<file path="src/hdl/kts_pkg.sv">
// Package for the keyframe track sampler: sizes, codes and shared types.
// Used by every module of the block but kts_ram; depends on nothing.
`default_nettype none
package kts_pkg;
  localparam int MaxKeys = 64;
  localparam int AddrW = $clog2(MaxKeys);
  localparam int CntW = $clog2(MaxKeys + 1);
  localparam int FrameW = 24;
  localparam int ValW = 32;
  localparam int Lanes = 3;

  localparam logic [1:0] FUNC_APPEND = 2'd0;
  localparam logic [1:0] FUNC_CLEAR = 2'd1;
  localparam logic [1:0] FUNC_SAMPLE = 2'd2;

  localparam logic [1:0] ORG_INTERP = 2'd0;
  localparam logic [1:0] ORG_PREV = 2'd1;
  localparam logic [1:0] ORG_NEXT = 2'd2;
  localparam logic [1:0] ORG_REF = 2'd3;

  typedef struct packed {
    logic start;
    logic angle;
    logic [24:0] t;
    logic [24:0] d;
  } lane_ctl_t;
endpackage
`default_nettype wire

</file>
<file path="src/hdl/kts_lane.sv">
// One interpolation lane: product by multiply, then bit-serial division.
// Depends on kts_pkg.
`default_nettype none
module kts_lane
  import kts_pkg::*;
(
  input  wire logic             clk,
  input  wire logic             rst,
  input  wire lane_ctl_t        ctl,
  input  wire logic [ValW-1:0]  vp,
  input  wire logic [ValW-1:0]  vn,
  output logic                  done,
  output logic [ValW-1:0]       result
);
  localparam int ProdW = 59;
  localparam logic [1:0] P_IDLE = 2'd0;
  localparam logic [1:0] P_MUL = 2'd1;
  localparam logic [1:0] P_DIV = 2'd2;
  localparam logic [1:0] P_OUT = 2'd3;

  logic [1:0] phase;
  logic [5:0] cnt;
  logic angle;
  logic neg;
  logic [33:0] mag;
  logic [24:0] t;
  logic [24:0] d;
  logic [ProdW-1:0] quo;
  logic [25:0] rem;
  logic [ValW-1:0] base;
  logic signed [33:0] delta;
  logic [16:0] da;
  logic [25:0] rem_sh;

  always_comb begin
    da = {1'b0, vn[15:0]} - {1'b0, vp[15:0]};
    if (ctl.angle) begin
      delta = 34'(signed'(da));
      if ($signed(da) > 17'sd32768) delta = delta - 34'sd65536;
      else if ($signed(da) < -17'sd32768) delta = delta + 34'sd65536;
    end else begin
      delta = 34'($signed(vn)) - 34'($signed(vp));
    end
    rem_sh = {rem[24:0], quo[ProdW-1]};
  end

  always_ff @(posedge clk) begin
    if (rst) begin
      phase <= P_IDLE;
      done <= 1'b0;
    end else begin
      done <= 1'b0;
      unique case (phase)
        P_IDLE: if (ctl.start) begin
          angle <= ctl.angle;
          neg <= delta[33];
          mag <= delta[33] ? 34'(-delta) : 34'(delta);
          t <= ctl.t;
          d <= ctl.d;
          base <= ctl.angle ? {16'd0, vp[15:0]} : vp;
          phase <= P_MUL;
        end
        P_MUL: begin
          quo <= ProdW'(mag) * ProdW'(t);
          rem <= '0;
          cnt <= 6'(ProdW);
          phase <= P_DIV;
        end
        P_DIV: begin
          if (rem_sh >= {1'b0, d}) begin
            rem <= rem_sh - {1'b0, d};
            quo <= {quo[ProdW-2:0], 1'b1};
          end else begin
            rem <= rem_sh;
            quo <= {quo[ProdW-2:0], 1'b0};
          end
          cnt <= cnt - 6'd1;
          if (cnt == 6'd1) phase <= P_OUT;
        end
        P_OUT: begin
          result <= angle
            ? {16'd0, 16'(base + (neg ? -quo[31:0] : quo[31:0]))}
            : base + (neg ? -quo[31:0] : quo[31:0]);
          done <= 1'b1;
          phase <= P_IDLE;
        end
        default: phase <= P_IDLE;
      endcase
    end
  end
endmodule
`default_nettype wire

</file>
<file path="config.mk">
export PLATFORM = sky130hd
export DESIGN_NAME = kts_lane
export DESIGN_NICKNAME = d
export VERILOG_FILES = /design/src/hdl/kts_pkg.sv /design/src/hdl/kts_lane.sv
export SDC_FILE = /design/constraint.sdc
export NUM_CORES = 2
export LEC_CHECK = 0
export BUFFER_PORTS_ARGS = -buffer_cell sky130_fd_sc_hd__buf_2
export CAP_MARGIN = 10
export CORE_MARGIN = 5
export CORE_UTILIZATION = 30
export DETAILED_ROUTE_END_ITERATION = 12
export PLACE_DENSITY_LB_ADDON = 0.3
export SLEW_MARGIN = 0
export SYNTH_ARGS = -nofsm -noshare
export SYNTH_HDL_FRONTEND = slang
export SYNTH_SLANG_ARGS = --single-unit
</file>
<file path="constraint.sdc">
create_clock -name clk -period 23.1 [get_ports clk]
set_clock_uncertainty 0.2 [all_clocks]
set_input_delay 4.62 -clock clk [delete_from_list [all_inputs] [get_ports clk]]
set_output_delay 4.62 -clock clk [all_outputs]
set_load 0.02 [all_outputs]
</file>
* Word-level counts from Yosys, hierarchy flattened
Cells that the tools add are included.
** Operators by class
- Mux-type cells :: 14
- Equality and inequality tests :: 6
- Reduce and logical (&&, ||, !) cells :: 6
- Multipliers :: 1
- Bitwise operators :: 1
- Magnitude comparators :: 3
- $add $sub $neg :: 9
** Operators by type and width (count)
- one-hot mux 59 bit (2 select lines) :: 1
- two-way mux 34 bit :: 3
- multiplier 34 x 25 -> 59 bit :: 1
- one-hot mux 25 bit (2 select lines) :: 1
- negation 34 bit :: 1
- two-way mux 33 bit :: 1
- subtractor 32 x 32 -> 33 bit :: 1
- adder 32 bit :: 1
- two-way mux 32 bit :: 1
- negation 32 bit :: 1
- greater-or-equal comparator 26 x 25 -> 1 bit :: 1
- two-way mux 25 bit :: 1
- subtractor 25 bit :: 1
- adder 17 x 18 -> 19 bit (second input constant) :: 1
- subtractor 17 x 18 -> 19 bit (second input constant) :: 1
- > comparator 17 bit (second input constant) :: 1
- < comparator 17 x 16 -> 1 bit (second input constant) :: 1
- subtractor 16 x 16 -> 17 bit :: 1
- one-hot mux 6 bit (2 select lines) :: 1
- one-hot mux 2 bit (4 select lines) :: 1
- == test 6 x 1 -> 1 bit (second input constant) :: 1
- AND reduction 2 bit :: 3
- subtractor 6 x 1 -> 6 bit (second input constant) :: 1
- == test 2 bit (second input constant) :: 2
- other kinds (8) :: 11
** Word-level totals
- Word-level logic and storage cells :: 55
- Bits in registers :: 243

* Depth between registers and ports, before layout
- Depth in word-level cells :: 7
- Depth in mapped cells :: 29
- Depth with buffers taken out :: 27

* Worst setup path before layout
No wires, ideal clock.
- Path type :: input to register
- Start point :: input ctl[51] (netlist name)
- End point :: register angle, enable pin
- Buffers on the path :: 0
- Stages on the path :: 2
- Arrival :: 9610 ps
- Library setup time :: 598 ps
- Path slack :: 12691 ps
- Cell sequence :: nand2_1 -> nor2_1
** Between the ends
- Longest elaborated chain between the ends :: 1
** RTL lines
- from (decl) :: line kts_lane.sv:9 : input wire lane_ctl_t ctl,
- AND reduction 3 bit (no line)
- to (signal assigned) :: line kts_lane.sv:55 : angle <= ctl.angle;
- to (decl) :: line kts_lane.sv:23 : logic angle;
Every way passes these cells.
A chain may end at the register's enable or synchronous reset.

* Worst setup path after layout
- Start point :: register t[6]
- End point :: register quo[51] (data pin)
** Between the ends
- Longest elaborated chain between the ends :: 2
** RTL lines
- from (decl) :: line kts_lane.sv:26 : logic [24:0] t;
- from (signal assigned) :: line kts_lane.sv:58 : t <= ctl.t;
- multiplier 34 x 25 -> 59 bit :: line kts_lane.sv:64 : quo <= ProdW'(mag) * ProdW'(t);
- one-hot mux 59 bit (2 select lines) :: line kts_lane.sv:53 : unique case (phase)
- to (signal assigned) :: line kts_lane.sv:64
- to (signal assigned) :: line kts_lane.sv:72 : quo <= {quo[ProdW-2:0], 1'b1};
- to (signal assigned) :: line kts_lane.sv:75 : quo <= {quo[ProdW-2:0], 1'b0};
- to (decl) :: line kts_lane.sv:28 : logic [ProdW-1:0] quo;
Every way passes these cells.

==> flow_summary.ini <==
[run_status]
status = finished, final reports clean

[logic_synthesis]
synth.top_cell.area_share_pct = 35.1
yosys.area.top_type = fa_1
synth.cell_area_um2 = 42000
ys.flop_type = edfxtp_1
synth_fp_nets = 5671
ys_seq_area_share_pct = 17.3
syn_area_per_cell_um2 = 9.28
netlist-cell-type-count = 82
netlist_top_cells_area = fa_1 35%, edfxtp_1 17%, ha_1 8.6%
synth_edf_count = 240
ys_ff_latch = 243
async_flop_share_pct = 0
ys_warn_count = 0
synthCells = 4528

[route]
vias = 30700
avgRoutedWirePerCell_um = 18.1
drc = 0
drt_first_pass_iters = 5
ant_nets = 0
routed_wl_um = 117000
drtIter0Drc = 1702
routed_via_density = 4.75

[sta]
fmax_mhz = 114
max-slew-margin-rel_pct = 26.5
fin_crit_sh_pct = 38.1
finalCriticalPeriod_ns = 8.81
finalSetupViolCount = 0
setup_tns_ns = 0
rsz0062_at_grt = false
worst_slew_pin_slew_ns = 1.10
finalHoldViolCount = 0
slew_viol_final = 0

[clock_tree]
cts_tree = built
cts_buffer_depth = 3
cts_made_buffers = 30
clk_latency_ns = 0.64
htreeDepth = 1
clk_transition_reported_paths_ns = 0.07
ctsHoldBuffers = 0
cts.sinks = 243
ctsResizeCount = 0
post_cts_buffers = 0
cts_root_buf = clkbuf_16

[finish]
nets = 5715
layout_common_cells = 918 x inv_1, 736 x fa_1, 579 x nand2_1, 451 x and2_1, 288 x ha_1
fin_util_pct = 32.9
areaGrowthSynthToFinish_pct = 9.19
drive_gt1_share_pct = 6.70
final_common_cell = inv_1

[worst_setup_path]
critPathLaunchType = flip-flop
worstPathArrival_ns = 8.95
cp_data_required_time_ns = 23.24
crit_path_max_fanout = 34
path_class = flip-flop to flip-flop
cp-end-kind = flip-flop

[flow_run]
drv_cap = 0

[place]
post-dp-hpwl_um = 88200
numPortBuffers = 150
gp_congestion = 0.858

[die]
ioPinCount = 151
die_y_um = 384
initial_core_util_pct = 30.2
core-area_um2 = 139000
die_area_um2 = 148000
rows = 137
die_width_um = 384

[global_routing]
grt_pass1_wl_um = 185000
antenna_found_initial = 3
grt_max_degree = 69
gr-total-overflow = 0
track_usage_pct = 15.9
grt_pass1_vias = 32500

[min_path]
hp-class = flip-flop to flip-flop
synth_stat cells (all sizes together), types with 18 or more instances:
master and number:
a21oi 131, fa 736, inv 919, o21ai 150
nand3 41, o21bai 24, edfxtp 240, clkbuf 196
nor2b 22, nand2 579, xor2 57, nand4 26
o21a 22, xnor2 118, a21o 76, nor3 38
mux2i 28, a211oi 18, ha 289, and2 451
a31oi 28, nor2 152
logic make-up (layout without fill, tap and decap cells):
family          Yosys count  after routing  synth area share, %
flops                   243            243                 17.3
mux                      33             33                0.801
compound gates          543            543                 8.34
xor+xnor                175            175                 3.65
other cells               1              3              0.00892
fa+ha+maj              1025           1025                 43.7
simple gates           1383           1383                 16.2
buf+inv                1125           1191                 10.1
routing by layer:
metal	global-route usage [%]	up-vias	routed length, um
met2	26.8	690	55800
met1	21.6	15700	52000
met4	4.42	2	3790
met3	2.06	171	5570
li1	-	14100	-
met5	0	-	14
final cells by class:
class	count	area (um2)
Antenna cell	2	5.00
Clock buffer	35	800
Clock inverter	19	208
Fill cell	14500	93500
Inverter	919	3450
Multi-Input combinational cell	3160	30600
Sequential cell	243	7270
Tap cell	1876	2350
Timing Repair Buffer	218	1260
state kept, by name, indices dropped and copies added (netlist names):
name and flops:
phase 2, t 25, mag 34, base 32, quo 59, d 25, angle 1, done 1
rem 25, cnt 6, result 32, neg 1
metrics by stage:
step,hold WS [ns],setup slack [ns],area [um2],std cells
finish,0.311,14.29,45900,6472
global route,0.346,14.04,45900,6470
CTS,0.290,14.42,45900,6470
detailed placement,0.313,14.05,44900,6416
global placement,0.305,14.12,44900,6416
floorplan,0.291,12.69,42000,4528
worst max-delay path, cell delays in order (launching register included):
cell,delay (ns)
edfxtp_1,0.31
buf_4,0.46
nand2_1,0.16
fa_1,0.55
inv_1,0.05
fa_1,0.53
inv_1,0.05
fa_1,0.45
fa_1,0.51
inv_1,0.05
fa_1,0.49
fa_1,0.55
inv_1,0.05
fa_1,0.53
inv_1,0.04
ha_1,0.36
a21oi_1,0.20
inv_1,0.08
o2111a_1,0.24
a211oi_1,0.31
o211ai_1,0.28
nand2_1,0.18
o21ai_0,0.23
a31oi_1,0.78
o2111ai_1,0.30
a31oi_1,0.26
xor2_1,0.17
o21ai_0,0.09
final timing paths:
kind         startpoint       to  slack [ns]  cells after the start
max reg2reg        t[6]  quo[51]       14.29                     27
min reg2reg     quo[52]  quo[53]        0.31                      2
max                t[6]  quo[51]       14.29                     27
min             quo[52]  quo[53]        0.31                      2
Power is left out: the tool's default activity adds up to more than one toggle a clock period on the data nets, which glitch-free logic cannot reach.
